### src/hw/rtl/cmf_pkg.sv
// Package for the cone magnitude filter: widths, constants, codes, types
// and the CORDIC arctangent table. Depends on nothing.
package cmf_pkg;

  localparam int unsigned TrigIterations = 24;
  localparam int unsigned IdxW   = 5;   // index into the 32-entry atan table
  localparam int unsigned AngW   = 31;  // signed half-angle, 2^-21 degree
  localparam int unsigned XyW    = 34;  // CORDIC x and y, Q30
  localparam int unsigned HavW   = 34;  // Q30 products after rounding
  localparam int unsigned ProdW  = 2 * HavW;
  localparam int unsigned CfgIdxW  = 3;
  localparam int unsigned CfgDataW = 32;

  localparam logic signed [AngW-1:0] QuarterTurn = 31'sd188743680;
  localparam logic signed [AngW-1:0] HalfTurn    = 31'sd377487360;
  localparam logic signed [XyW-1:0]  CordicStart = 34'sd652032874;
  localparam logic [ProdW-1:0]       Q30Half     = ProdW'(64'd536870912);
  localparam logic [27:0]            WideRadius  = 28'd188743680;

  // Configuration register indexes.
  localparam logic [CfgIdxW-1:0] RegCenterRa   = 3'd0;
  localparam logic [CfgIdxW-1:0] RegCenterDec  = 3'd1;
  localparam logic [CfgIdxW-1:0] RegConeRadius = 3'd2;
  localparam logic [CfgIdxW-1:0] RegMagLow     = 3'd3;
  localparam logic [CfgIdxW-1:0] RegMagHigh    = 3'd4;
  localparam logic [CfgIdxW-1:0] RegMagWinOn   = 3'd5;
  localparam logic [CfgIdxW-1:0] RegMaxMatches = 3'd6;

  // Datapath operation codes: five CORDIC passes, then two products.
  localparam logic [2:0] OpTh = 3'd0;  // hav(radius/2)
  localparam logic [2:0] OpDd = 3'd1;  // hav(dDec/2)
  localparam logic [2:0] OpDr = 3'd2;  // hav(dRA/2)
  localparam logic [2:0] OpC1 = 3'd3;  // cos(center dec)
  localparam logic [2:0] OpC2 = 3'd4;  // cos(star dec)
  localparam logic [2:0] OpCp = 3'd5;  // cos product
  localparam logic [2:0] OpT  = 3'd6;  // cos product times hav(dRA/2)

  typedef struct packed {
    logic [28:0]        center_ra;
    logic signed [27:0] center_dec;
    logic [27:0]        cone_radius;
    logic signed [15:0] mag_low;
    logic signed [15:0] mag_high;
    logic               mag_window_on;
    logic [19:0]        max_matches;
  } cmf_cfg_t;

  typedef struct packed {
    logic       load;
    logic       start;
    logic       step;
    logic       mul;
    logic       store;
    logic       finish;
    logic [2:0] op;
  } cmf_cmd_t;

  typedef struct packed {
    logic cordic_last;
    logic out_blocked;
  } cmf_sts_t;

  // Doubled round(atan(2^-i) degrees * 2^20).
  function automatic logic signed [AngW-1:0] atan_step(input logic [IdxW-1:0] idx);
    logic [27:0] v;
    case (idx)
      5'd0:  v = 28'd47185920;
      5'd1:  v = 28'd27855475;
      5'd2:  v = 28'd14718068;
      5'd3:  v = 28'd7471121;
      5'd4:  v = 28'd3750058;
      5'd5:  v = 28'd1876857;
      5'd6:  v = 28'd938658;
      5'd7:  v = 28'd469357;
      5'd8:  v = 28'd234682;
      5'd9:  v = 28'd117342;
      5'd10: v = 28'd58671;
      5'd11: v = 28'd29335;
      5'd12: v = 28'd14668;
      5'd13: v = 28'd7334;
      5'd14: v = 28'd3667;
      5'd15: v = 28'd1833;
      5'd16: v = 28'd917;
      5'd17: v = 28'd458;
      5'd18: v = 28'd229;
      5'd19: v = 28'd115;
      5'd20: v = 28'd57;
      5'd21: v = 28'd29;
      5'd22: v = 28'd14;
      5'd23: v = 28'd7;
      5'd24: v = 28'd4;
      5'd25: v = 28'd2;
      5'd26: v = 28'd1;
      default: v = 28'd0;
    endcase
    return signed'({2'b00, v, 1'b0});
  endfunction

endpackage

### src/hw/rtl/cmf_intf.sv
// Channel interfaces of the cone magnitude filter: configuration writes,
// star records and results. Depends on nothing.
interface cmf_cfg_if;
  logic       valid;
  logic       ready;
  logic [2:0] index;
  logic [31:0] data;
  modport source (output valid, output index, output data, input ready);
  modport sink (input valid, input index, input data, output ready);
endinterface

interface cmf_star_if;
  logic               valid;
  logic               ready;
  logic [63:0]        star_id;
  logic [28:0]        star_ra;
  logic signed [27:0] star_dec;
  logic signed [15:0] star_gmag;
  logic               first_of_scan;
  modport source (output valid, output star_id, output star_ra, output star_dec,
                  output star_gmag, output first_of_scan, input ready);
  modport sink (input valid, input star_id, input star_ra, input star_dec,
                input star_gmag, input first_of_scan, output ready);
endinterface

interface cmf_res_if;
  logic        valid;
  logic        ready;
  logic        matched;
  logic [63:0] out_id;
  logic [31:0] match_total;
  logic        limit_hit;
  modport source (output valid, output matched, output out_id, output match_total,
                  output limit_hit, input ready);
  modport sink (input valid, input matched, input out_id, input match_total,
                input limit_hit, output ready);
endinterface

### src/hw/rtl/cmf_ctrl.sv
// Sequencer of the cone magnitude filter: steps the datapath through the
// CORDIC passes and products of one item. Depends on cmf_pkg.
module cmf_ctrl (
  input  logic              clk_i,
  input  logic              rst_ni,
  input  logic              in_valid_i,
  output logic              in_ready_o,
  input  cmf_pkg::cmf_sts_t sts_i,
  output cmf_pkg::cmf_cmd_t cmd_o
);
  import cmf_pkg::*;

  localparam logic [2:0] StIdle  = 3'd0;
  localparam logic [2:0] StStart = 3'd1;
  localparam logic [2:0] StIter  = 3'd2;
  localparam logic [2:0] StMul   = 3'd3;
  localparam logic [2:0] StStore = 3'd4;
  localparam logic [2:0] StFin   = 3'd5;

  logic [2:0] state_q, state_d;
  logic [2:0] op_q, op_d;

  always_comb begin
    state_d = state_q;
    op_d    = op_q;
    cmd_o   = '0;
    cmd_o.op = op_q;
    in_ready_o = 1'b0;
    unique case (state_q)
      StIdle: begin
        in_ready_o = 1'b1;
        if (in_valid_i) begin
          cmd_o.load = 1'b1;
          op_d    = OpTh;
          state_d = StStart;
        end
      end
      StStart: begin
        cmd_o.start = 1'b1;
        state_d = StIter;
      end
      StIter: begin
        cmd_o.step = 1'b1;
        if (sts_i.cordic_last) state_d = StMul;
      end
      StMul: begin
        cmd_o.mul = 1'b1;
        state_d = StStore;
      end
      StStore: begin
        cmd_o.store = 1'b1;
        if (op_q == OpT) begin
          state_d = StFin;
        end else begin
          op_d = op_q + 3'd1;
          state_d = (op_q < OpC2) ? StStart : StMul;
        end
      end
      StFin: begin
        if (!sts_i.out_blocked) begin
          cmd_o.finish = 1'b1;
          state_d = StIdle;
        end
      end
      default: state_d = StIdle;
    endcase
  end

  always_ff @(posedge clk_i or negedge rst_ni) begin
    if (!rst_ni) begin
      state_q <= StIdle;
      op_q    <= OpTh;
    end else begin
      state_q <= state_d;
      op_q    <= op_d;
    end
  end

endmodule

### src/hw/rtl/cmf_datapath.sv
// Datapath of the cone magnitude filter: record latch, shared CORDIC unit,
// shared multiplier, match counter and result register. Depends on cmf_pkg.
module cmf_datapath #(
  parameter int unsigned TRIG_ITERATIONS = cmf_pkg::TrigIterations
) (
  input  logic               clk_i,
  input  logic               rst_ni,
  input  cmf_pkg::cmf_cfg_t  cfg_i,
  input  cmf_pkg::cmf_cmd_t  cmd_i,
  output cmf_pkg::cmf_sts_t  sts_o,
  input  logic [63:0]        star_id_i,
  input  logic [28:0]        star_ra_i,
  input  logic signed [27:0] star_dec_i,
  input  logic signed [15:0] star_gmag_i,
  input  logic               first_of_scan_i,
  output logic               out_valid_o,
  input  logic               out_ready_i,
  output logic               matched_o,
  output logic [63:0]        out_id_o,
  output logic [31:0]        match_total_o,
  output logic               limit_hit_o
);
  import cmf_pkg::*;

  localparam int unsigned IterW = $clog2(TRIG_ITERATIONS);
  localparam logic [IterW-1:0] IterLast = IterW'(TRIG_ITERATIONS - 1);

  // Latched record and per-scan state.
  logic [63:0]        id_q;
  logic [28:0]        ra_q;
  logic signed [27:0] dec_q;
  logic               pass_q;
  logic [31:0]        cnt_q;
  logic               stop_q;

  // CORDIC state.
  logic signed [XyW-1:0]  x_q, y_q;
  logic signed [AngW-1:0] z_q;
  logic [IterW-1:0]       iter_q;
  logic                   flip_q, zero_q;

  // Products and intermediate results.
  logic [ProdW-1:0] prod_q;
  logic [HavW-1:0]  th_q, sdd_q, sra_q, c1_q, c2_q, cp_q, t_q;
  logic             n1_q, n2_q;
  logic             out_valid_q;

  // Angle selection and folding into +/-90 degrees.
  logic signed [AngW-1:0] ang, fang;
  logic                   fflip;
  always_comb begin
    case (cmd_i.op)
      OpTh:    ang = signed'({3'b000, cfg_i.cone_radius});
      OpDd:    ang = AngW'(dec_q) - AngW'(cfg_i.center_dec);
      OpDr:    ang = signed'({2'b00, ra_q}) - signed'({2'b00, cfg_i.center_ra});
      OpC1:    ang = AngW'(cfg_i.center_dec) <<< 1;
      default: ang = AngW'(dec_q) <<< 1;
    endcase
    if (ang > QuarterTurn) begin
      fang = ang - HalfTurn;
      fflip = 1'b1;
    end else if (ang < -QuarterTurn) begin
      fang = ang + HalfTurn;
      fflip = 1'b1;
    end else begin
      fang = ang;
      fflip = 1'b0;
    end
  end

  logic signed [XyW-1:0]  dx, dy;
  logic signed [AngW-1:0] zstep;
  logic [HavW-1:0]        s_mag, x_mag, mul_a, mul_b, rnd;
  logic [ProdW-1:0]       prod_rnd;
  assign dx    = y_q >>> iter_q;
  assign dy    = x_q >>> iter_q;
  assign zstep = atan_step(IdxW'(iter_q));
  assign s_mag = y_q[XyW-1] ? HavW'(-y_q) : HavW'(y_q);
  assign x_mag = x_q[XyW-1] ? HavW'(-x_q) : HavW'(x_q);
  assign prod_rnd = prod_q + Q30Half;
  assign rnd = prod_rnd[30 +: HavW];

  always_comb begin
    case (cmd_i.op)
      OpCp:    begin mul_a = c1_q;  mul_b = c2_q;  end
      OpT:     begin mul_a = cp_q;  mul_b = sra_q; end
      default: begin mul_a = s_mag; mul_b = s_mag; end
    endcase
  end

  assign sts_o.cordic_last = (iter_q == IterLast);
  assign sts_o.out_blocked = out_valid_q && !out_ready_i;

  // Scan bookkeeping at the start of an item.
  logic [31:0] cnt_base;
  logic        stop_base, win_ok;
  assign cnt_base  = first_of_scan_i ? 32'd0 : cnt_q;
  assign stop_base = (first_of_scan_i ? 1'b0 : stop_q) ||
                     (cfg_i.max_matches != 20'd0 && cnt_base >= {12'd0, cfg_i.max_matches});
  assign win_ok    = !cfg_i.mag_window_on ||
                     (star_gmag_i >= cfg_i.mag_low && star_gmag_i <= cfg_i.mag_high);

  // Final decision.
  logic [HavW:0] a_val;
  logic          in_cone, hit, stop_new;
  logic [31:0]   cnt_new;
  always_comb begin
    if (n1_q != n2_q) a_val = (sdd_q > t_q) ? {1'b0, sdd_q - t_q} : '0;
    else              a_val = {1'b0, sdd_q} + {1'b0, t_q};
    in_cone  = (cfg_i.cone_radius >= WideRadius) || (a_val <= {1'b0, th_q});
    hit      = pass_q && !stop_q && in_cone;
    cnt_new  = (hit && cnt_q != 32'hFFFF_FFFF) ? cnt_q + 32'd1 : cnt_q;
    stop_new = stop_q || (hit && cfg_i.max_matches != 20'd0 &&
                          cnt_new >= {12'd0, cfg_i.max_matches});
  end

  always_ff @(posedge clk_i) begin
    if (cmd_i.load) begin
      id_q   <= star_id_i;
      ra_q   <= star_ra_i;
      dec_q  <= star_dec_i;
      pass_q <= win_ok;
    end
    if (cmd_i.start) begin
      x_q    <= CordicStart;
      y_q    <= '0;
      z_q    <= fang;
      iter_q <= '0;
      flip_q <= fflip;
      zero_q <= (fang == '0);
    end else if (cmd_i.step) begin
      if (!z_q[AngW-1]) begin
        x_q <= x_q - dx;
        y_q <= y_q + dy;
        z_q <= z_q - zstep;
      end else begin
        x_q <= x_q + dx;
        y_q <= y_q - dy;
        z_q <= z_q + zstep;
      end
      iter_q <= iter_q + IterW'(1);
    end
    if (cmd_i.mul) prod_q <= mul_a * mul_b;
    if (cmd_i.store) begin
      case (cmd_i.op)
        OpTh: th_q  <= zero_q ? '0 : rnd;
        OpDd: sdd_q <= zero_q ? '0 : rnd;
        OpDr: sra_q <= zero_q ? '0 : rnd;
        OpC1: begin c1_q <= x_mag; n1_q <= flip_q ^ x_q[XyW-1]; end
        OpC2: begin c2_q <= x_mag; n2_q <= flip_q ^ x_q[XyW-1]; end
        OpCp: cp_q  <= rnd;
        default: t_q <= rnd;
      endcase
    end
    if (cmd_i.finish) begin
      matched_o     <= hit;
      out_id_o      <= id_q;
      match_total_o <= cnt_new;
      limit_hit_o   <= stop_new;
    end
  end

  always_ff @(posedge clk_i or negedge rst_ni) begin
    if (!rst_ni) begin
      cnt_q       <= '0;
      stop_q      <= 1'b0;
      out_valid_q <= 1'b0;
    end else begin
      if (cmd_i.load) begin
        cnt_q  <= cnt_base;
        stop_q <= stop_base;
      end else if (cmd_i.finish) begin
        cnt_q  <= cnt_new;
        stop_q <= stop_new;
      end
      if (cmd_i.finish)     out_valid_q <= 1'b1;
      else if (out_ready_i) out_valid_q <= 1'b0;
    end
  end

  assign out_valid_o = out_valid_q;

endmodule

### src/hw/rtl/cone_magnitude_filter_unit.sv
// Top level of the cone magnitude filter: configuration registers and the
// controller and datapath. Depends on cmf_pkg, cmf_intf, cmf_ctrl, cmf_datapath.
//
// Star records arrive on star_i, one item per valid/ready handshake, and each
// produces exactly one result item on result_o: the matched flag, the record
// id, the running match count of the scan and the limit flag. Registers are
// written on cfg_i, which is always ready; write them only while no item is
// in flight. Unknown indexes are ignored.
// Each item runs in turn through the single shared CORDIC unit, which runs
// five passes of TRIG_ITERATIONS steps each, and through the one shared
// multiplier used for the squares and the two cosine products; a new item
// is not taken while one is in flight. The block is ready for the next item
// in the cycle after the result is registered, even if the receiver has not
// yet taken it.
// If the receiver stalls, the result stays in its output register and the
// block waits at the end of the following item until the register frees.
// Reset clears the match count, the stop flag, the sequencer and the output
// valid, and loads the register reset values (magnitude window -4096..32767).
module cone_magnitude_filter_unit #(
  parameter int unsigned TRIG_ITERATIONS = cmf_pkg::TrigIterations
) (
  input  logic clk_i,
  input  logic rst_ni,
  cmf_cfg_if.sink   cfg_i,
  cmf_star_if.sink  star_i,
  cmf_res_if.source result_o
);
  import cmf_pkg::*;

  cmf_cfg_t cfg_q;
  cmf_cmd_t cmd;
  cmf_sts_t sts;

  assign cfg_i.ready = 1'b1;

  // Register writes mask the data to each field's width.
  always_ff @(posedge clk_i or negedge rst_ni) begin
    if (!rst_ni) begin
      cfg_q.center_ra     <= '0;
      cfg_q.center_dec    <= '0;
      cfg_q.cone_radius   <= '0;
      cfg_q.mag_low       <= -16'sd4096;
      cfg_q.mag_high      <= 16'sd32767;
      cfg_q.mag_window_on <= 1'b0;
      cfg_q.max_matches   <= '0;
    end else if (cfg_i.valid) begin
      unique case (cfg_i.index)
        RegCenterRa:   cfg_q.center_ra     <= cfg_i.data[28:0];
        RegCenterDec:  cfg_q.center_dec    <= signed'(cfg_i.data[27:0]);
        RegConeRadius: cfg_q.cone_radius   <= cfg_i.data[27:0];
        RegMagLow:     cfg_q.mag_low       <= signed'(cfg_i.data[15:0]);
        RegMagHigh:    cfg_q.mag_high      <= signed'(cfg_i.data[15:0]);
        RegMagWinOn:   cfg_q.mag_window_on <= cfg_i.data[0];
        RegMaxMatches: cfg_q.max_matches   <= cfg_i.data[19:0];
        default: ;
      endcase
    end
  end

  cmf_ctrl u_ctrl (
    .clk_i      (clk_i),
    .rst_ni     (rst_ni),
    .in_valid_i (star_i.valid),
    .in_ready_o (star_i.ready),
    .sts_i      (sts),
    .cmd_o      (cmd)
  );

  cmf_datapath #(
    .TRIG_ITERATIONS (TRIG_ITERATIONS)
  ) u_datapath (
    .clk_i           (clk_i),
    .rst_ni          (rst_ni),
    .cfg_i           (cfg_q),
    .cmd_i           (cmd),
    .sts_o           (sts),
    .star_id_i       (star_i.star_id),
    .star_ra_i       (star_i.star_ra),
    .star_dec_i      (star_i.star_dec),
    .star_gmag_i     (star_i.star_gmag),
    .first_of_scan_i (star_i.first_of_scan),
    .out_valid_o     (result_o.valid),
    .out_ready_i     (result_o.ready),
    .matched_o       (result_o.matched),
    .out_id_o        (result_o.out_id),
    .match_total_o   (result_o.match_total),
    .limit_hit_o     (result_o.limit_hit)
  );

endmodule

### src/flat_wrapper.sv
// flat-port wrapper written by rule: the top's interface ports become plain ports
module cone_magnitude_filter_unit_flat import cmf_pkg::*;
#(
  parameter int unsigned TRIG_ITERATIONS = cmf_pkg::TrigIterations
)
  (clk_i, rst_ni, cfg_i_valid, cfg_i_index, cfg_i_data, cfg_i_ready, star_i_valid, star_i_star_id, star_i_star_ra, star_i_star_dec, star_i_star_gmag, star_i_first_of_scan, star_i_ready, result_o_valid, result_o_matched, result_o_out_id, result_o_match_total, result_o_limit_hit, result_o_ready);
  cmf_cfg_if cfg_i_i ();
  cmf_star_if star_i_i ();
  cmf_res_if result_o_i ();
  input  logic clk_i;
  input  logic rst_ni;
  input wire logic [$bits(cfg_i_i.valid)-1:0] cfg_i_valid;
  input wire logic [$bits(cfg_i_i.index)-1:0] cfg_i_index;
  input wire logic [$bits(cfg_i_i.data)-1:0] cfg_i_data;
  output wire logic [$bits(cfg_i_i.ready)-1:0] cfg_i_ready;
  input wire logic [$bits(star_i_i.valid)-1:0] star_i_valid;
  input wire logic [$bits(star_i_i.star_id)-1:0] star_i_star_id;
  input wire logic [$bits(star_i_i.star_ra)-1:0] star_i_star_ra;
  input wire logic [$bits(star_i_i.star_dec)-1:0] star_i_star_dec;
  input wire logic [$bits(star_i_i.star_gmag)-1:0] star_i_star_gmag;
  input wire logic [$bits(star_i_i.first_of_scan)-1:0] star_i_first_of_scan;
  output wire logic [$bits(star_i_i.ready)-1:0] star_i_ready;
  output wire logic [$bits(result_o_i.valid)-1:0] result_o_valid;
  output wire logic [$bits(result_o_i.matched)-1:0] result_o_matched;
  output wire logic [$bits(result_o_i.out_id)-1:0] result_o_out_id;
  output wire logic [$bits(result_o_i.match_total)-1:0] result_o_match_total;
  output wire logic [$bits(result_o_i.limit_hit)-1:0] result_o_limit_hit;
  input wire logic [$bits(result_o_i.ready)-1:0] result_o_ready;
  assign cfg_i_i.valid = cfg_i_valid;
  assign cfg_i_i.index = cfg_i_index;
  assign cfg_i_i.data = cfg_i_data;
  assign cfg_i_ready = cfg_i_i.ready;
  assign star_i_i.valid = star_i_valid;
  assign star_i_i.star_id = star_i_star_id;
  assign star_i_i.star_ra = star_i_star_ra;
  assign star_i_i.star_dec = star_i_star_dec;
  assign star_i_i.star_gmag = star_i_star_gmag;
  assign star_i_i.first_of_scan = star_i_first_of_scan;
  assign star_i_ready = star_i_i.ready;
  assign result_o_valid = result_o_i.valid;
  assign result_o_matched = result_o_i.matched;
  assign result_o_out_id = result_o_i.out_id;
  assign result_o_match_total = result_o_i.match_total;
  assign result_o_limit_hit = result_o_i.limit_hit;
  assign result_o_i.ready = result_o_ready;
  cone_magnitude_filter_unit #(.TRIG_ITERATIONS(TRIG_ITERATIONS)) u_core (.clk_i(clk_i), .rst_ni(rst_ni), .cfg_i(cfg_i_i), .star_i(star_i_i), .result_o(result_o_i));
endmodule
### config.mk
export PLATFORM = sky130hd
export DESIGN_NAME = cone_magnitude_filter_unit_flat
export DESIGN_NICKNAME = d
export VERILOG_FILES = /design/src/hw/rtl/cmf_pkg.sv /design/src/hw/rtl/cmf_intf.sv /design/src/hw/rtl/cmf_ctrl.sv /design/src/hw/rtl/cmf_datapath.sv /design/src/hw/rtl/cone_magnitude_filter_unit.sv /design/src/flat_wrapper.sv
export SDC_FILE = /design/constraint.sdc
export NUM_CORES = 2
export LEC_CHECK = 0
export ABC_AREA = 1
export BUFFER_PORTS_ARGS = -buffer_cell sky130_fd_sc_hd__buf_2
export CORE_MARGIN = 2
export CORE_UTILIZATION = 60
export CTS_BUF_LIST = sky130_fd_sc_hd__clkbuf_16
export CTS_CLUSTER_SIZE = 40
export DETAILED_ROUTE_END_ITERATION = 8
export GPL_ROUTABILITY_DRIVEN = 0
export GPL_TIMING_DRIVEN = 0
export MAX_ROUTING_LAYER = met4
export PLACE_DENSITY = 0.77
export SLEW_MARGIN = 0
export SYNTH_ARGS = -nofsm -noshare
export SYNTH_HDL_FRONTEND = slang
export SYNTH_HIERARCHICAL = 1
export SYNTH_SLANG_ARGS = --single-unit
### constraint.sdc
create_clock -name clk_i -period 14.6 [get_ports clk_i]
set_input_delay 4.38 -clock clk_i [delete_from_list [all_inputs] [get_ports clk_i]]
set_output_delay 4.38 -clock clk_i [all_outputs]
set_load 0.01 [all_outputs]
# Word level (Yosys, flattened, before mapping)

Memory sizes are Yosys's and may differ from the RTL's. A register that Yosys moved wholly into a read port is not among the register bits.
Cells that the tools add are included.

Register bits: 808
Memory bits (read-only): 832
Output and inout port bits: 101
Memories: 1

Add/subtract/negate cells: 18
Multiply operators: 1
$lt $le $gt $ge: 10
Equality and inequality tests: 24
Shift operators: 2
Mux-type cells: 45
Bitwise operators: 2
Reduce and logical (&&, ||, !) cells: 41

Memory list:

| name             | depth | width | read ports | clocked after memory_dff | write ports | RTL line      | RTL |
|---|---|---|---|---|---|---|---|
| (name not given) | 32    | 26    | 1          | 1                        | 0           | cmf_pkg.sv:66 | `case (idx)` |

Operators by type and width:

| kind                   | number |
|---|---|
| $mux 34                | 6 |
| $mux 31                | 5 |
| $pmux 34 s2            | 2 |
| $mux 32                | 4 |
| $pmux 31 s4            | 1 |
| $sub 34x34->34         | 3 |
| $add 34x34->34         | 2 |
| $neg 34->34            | 2 |
| $sshr 34x5->34         | 2 |
| $add 64x30->64 const B | 1 |
| $ge 32x20->1           | 2 |
| $mul 34x34->64         | 1 |
| $add 34x34->35         | 1 |
| $le 35x34->1           | 1 |
| $mux 35                | 1 |
| $gt 34x34->1           | 1 |
| $add 32x1->32 const B  | 1 |
| $ne 32x32->1 const B   | 1 |
| $add 31x30->31         | 1 |
| $add 31x30->31 const B | 1 |
| $gt 31x29->1 const B   | 1 |
| $logic_not 31->1       | 1 |
| $lt 31x29->1 const B   | 1 |
| $sub 31x30->31         | 1 |
| other kinds (33)       | 100 |

# Longest topological paths before layout

Depth in word-level cells: 13
Depth in mapped cells: 71

# By module

The synthesis kept the hierarchy.

Modules (own cells, without submodules):

| module                     | instances | cells each | area each (um^2) | sequential area each (um^2) |
|---|---|---|---|---|
| cmf_datapath               | 1         | 10370      | 83134.7          | 18657.9 |
| cone_magnitude_filter_unit | 1         | 613        | 5460.2           | 3477.1 |
| cmf_ctrl                   | 1         | 51         | 392.9            | 150.1 |

# Worst setup path after synthesis

Ideal clock, no wire load.

Path kind: input to register
Start: in result_o_ready
End: reg u_core.u_datapath.cnt_q[10]
Setup time: 0.141 ns
Arrival time: 10.064 ns
Required time: 14.459 ns
Path slack: 4.395 ns
Cell stages on the path: 8
Path through: nor2_1 -> nor2_1 -> inv_1 -> nor2_1 -> inv_2 -> o21ai_1 -> clkbuf_1 -> o22ai_1

RTL lines:

| what                 | RTL line            | RTL |
|---|---|---|
| start, declared      | flat_wrapper.sv:28  | `input wire logic [$bits(result_o_i.ready)-1:0] result_o_ready;` |
| end signal, assigned | cmf_datapath.sv:170 | `cnt_q <= cnt_base;` |
| end signal, assigned | cmf_datapath.sv:173 | `cnt_q <= cnt_new;` |
| end, declared        | cmf_datapath.sv:33  | `logic [31:0] cnt_q;` |

# Worst setup path in the final report

Start: reg u_core.u_ctrl.op_q[2]
End: reg u_core.u_datapath.prod_q[57] (data pin)

Word-level cells in the longest chain between the ends: 3
Elaborated cells on any way between the ends: 5
Classes of those cells: mul (1); eq/ne (2); mux (2)

Ends and longest elaborated chain:

| what                   | RTL line            | RTL |
|---|---|---|
| start, declared        | cmf_ctrl.sv:21      | `logic [2:0] op_q, op_d;` |
| start signal, assigned | cmf_ctrl.sv:72      | `op_q <= OpTh;` |
| start signal, assigned | cmf_ctrl.sv:75      | `op_q <= op_d;` |
| $eq 3x3->1             | cmf_datapath.sv:84  | `case (cmd_i.op)` |
| $pmux 34 s2            | cmf_datapath.sv:84  |  |
| $mul 34x34->64 (*)     | cmf_datapath.sv:143 | `if (cmd_i.mul) prod_q <= mul_a * mul_b;` |
| end signal, assigned   | cmf_datapath.sv:143 |  |
| end, declared          | cmf_datapath.sv:43  | `logic [ProdW-1:0] prod_q;` |

Mark *: on every way between the ends. The rest lies on a longest branch, timed or not.
A chain may end at the register's enable or synchronous reset.

==> impl_metrics.yaml <==
status:
  status: "finished with violations"
  violations: "design-rule violations"
logic_synthesis:
  ys_seq_area_frac: 0.250
  yosys_warnings: 6
  ys_async_sr_fraction: 0.221
  ys_ff_latch: 804
  ys.flop_type: "edfxtp_1"
  syn_inst: 11000
  synth_edf_count: 527
  ys_types: 75
  synth_nets: 12800
  synthesis.area_um2: 89000
  syn_area_per_cell_um2: 8.06
finish:
  multiInputGateArea_um2: 57200
  finish.net_count: 13200
  syn_to_final_growth_pct: 8.17
  n_fill_cell: 12200
  final_area_um2: 96300
  seq_area_um2: 22300
  drive_gt1_frac: 0.0610
  layout_common_cells: "nand2_1, inv_1, fa_1"
  final_common_cell: "nand2_1"
worst_setup_path:
  worstPathRequired_ns: 15.05
  startpoint: "u_core/u_ctrl/op_q[2]"
  cp_slowest_stage_delay_ns: 0.87
  critPathTopFamily: "simple AND/OR/NAND/NOR gates"
  startpoint_type: "register"
  r2r_cells: 34
  critPathArrivalTime_ns: 14.12
  worstSetupEndpointType: "register"
  crit_type: "reg2reg"
  r2r_end: "u_core/u_datapath/prod_q[57]"
  crit_fanout: 10
  r2r-start: "u_core/u_ctrl/op_q[2]"
  crit_cells: 34
  crit_buf_inv: 11
  slowest_stage: "clkinv_1"
  cp_common_cell: "fa_1"
  rrSetupSlack_ns: 0.93
grt:
  overflow: 0
  grt_pass1_vias: 81300
  grt_pass1_wl_um: 473000
  antenna_found_initial: 21
  grt_util_all_layers: 0.426
  grt_max_degree: 110
clock_tree:
  htreeDepth: 3
  clock-sinks: 804
  postCtsSetupRepairBufs: 0
  cts-buffers-inserted: 88
  post_cts_resized: 0
  cts_max_path_buffers: 3
  cts.clk_slew.worst_paths_ns: 0.06
  cts_tree: "yes"
  cts_root_buf: "clkbuf_16"
  insertion_delay_ns: 0.74
  cts_hold_buf: 0
routing:
  firstDrtPassIters: 9
  post_drt_wl_per_cell_um: 23.3
  routed_wl_um: 313000
  drt-initial-drc-count: 12500
  routed_via_density: 6.11
  dr_total_vias: 82100
  drc: 118
  final_antenna_net_count: 0
hold_path:
  min_from: "u_core/u_datapath/id_q[30]"
  hp-class: "reg2reg"
  min_to: "u_core/u_datapath/out_id_o[30]"
  whs_path_depth: 0
floorplanning:
  core_um2: 147000
  die_w_um: 389
  rows: 141
  die_area_um2: 151000
  initial_core_util: 0.603
  die_h_um: 389
  ios: 279
sta:
  max_freq_ghz: 0.0732
  post-route-period-util: 0.936
  finalSetupTns_ns: 0
  worst_clock_skew_ns: 0.0602
  slew_headroom: 0.0709
  rsz0062_at_grt: "no"
  worst_pin_slew_ns: 1.39
  finalSetupViolCount: 0
  min_period_ns: 13.67
  finalHoldViolCount: 0
  maxSlewViolCount: 0
flow_run:
  maxCapViolCount: 0
place:
  post_dp_cell_area_um2: 93100
  port_buffers: 274
  dp_hpwl_um: 251000
[cells by family (layout without fill, tap and decap cells)]
logic type	Yosys count	in the layout	synth area share
simple gates	4327	4327	0.199
buf+inv	2469	2925	0.107
xor+xnor	335	335	0.0330
other cells	1	25	0.0000421
mux	56	56	0.00630
flops	804	804	0.250
fa+ha+maj	1620	1620	0.314
compound gates	1422	1422	0.0904
[routing by layer]
layer	vias to the layer above	part of all wire	track usage
li1	35500	-	-
met1	38400	0.34	0.510
met2	6394	0.40	0.586
met3	1816	0.16	0.173
met4	0	0.093	0.290
met5	-	0	-
[flip-flops by register name (all words and copies together) (netlist names), 34 cells and up]
signal                      cells
u_core/u_datapath/cp_q         34
u_core/u_datapath/out_id_o     64
u_core/u_datapath/th_q         34
u_core/cfg_q                  138
u_core/u_datapath/t_q          34
u_core/u_datapath/sra_q        34
u_core/u_datapath/sdd_q        34
u_core/u_datapath/c2_q         34
u_core/u_datapath/y_q          34
u_core/u_datapath/prod_q       35
u_core/u_datapath/x_q          34
u_core/u_datapath/id_q         64
u_core/u_datapath/c1_q         34
[metrics by stage]
step | std cells | util | setup slack, ns | hold slack, ns
floorplan | 11000 | - | 4.39 | 0.400
CTS | 13400 | 0.652 | 2.06 | 0.415
detailed placement | 13300 | 0.632 | 2.12 | 0.405
global route | 13400 | 0.653 | 1.05 | 0.418
finish | 13400 | 0.653 | 0.931 | 0.413
global placement | 13200 | 0.629 | 0.665 | 0.400
[cells in the mapped netlist (17+ instances only)]
cell	count	area (um2)
inv_2	28	105
dfstp_2	19	499
edfxtp_1	527	15800
nor2_1	920	3450
o21ai_0	388	1940
o21ai_1	147	736
dfxtp_1	99	1980
ha_1	599	7490
dfrtp_1	159	3980
o31ai_1	17	128
xor2_1	271	2370
mux2i_1	56	561
a31oi_1	43	269
a221oi_1	24	210
fa_1	1021	20400
a21oi_1	536	2680
nand2_2	20	125
nor4_1	45	282
nand4_1	93	582
nand3_1	404	2020
nor3_1	119	596
buf_2	84	420
or2_2	25	156
xnor2_1	64	561
o21a_1	27	203
o22ai_1	40	250
nand2_1	2619	9830
clkbuf_1	264	991
nor2_2	17	106
clkinv_1	25	93.8
a21o_1	29	218
buf_1	34	128
o211ai_1	55	413
inv_1	2012	7550
[how the worst max path moves through the flow]
stage	to	slack, ns
floorplan	u_core/u_datapath/cnt_q[10]	4.39
global placement	u_core/u_datapath/cnt_q[23]	0.66
detailed placement	u_core/u_datapath/prod_q[57]	2.12
CTS	u_core/u_datapath/prod_q[57]	2.06
global route	u_core/u_datapath/prod_q[57]	1.05
finish	u_core/u_datapath/prod_q[57]	0.93
[area by class of cell]
type                            count  share of cell area
Sequential cell                   804               0.232
Timing Repair Buffer              291              0.0177
Clock inverter                     74             0.00779
Tap cell                         1930              0.0251
Antenna cell                       24            0.000624
Multi-Input combinational cell   7761               0.595
Inverter                         2065              0.0806
Buffer                            404              0.0183
Clock buffer                       91              0.0237
Power is left out: the tool's default activity adds up to more than one toggle a clock period on the data nets, which glitch-free logic cannot reach.
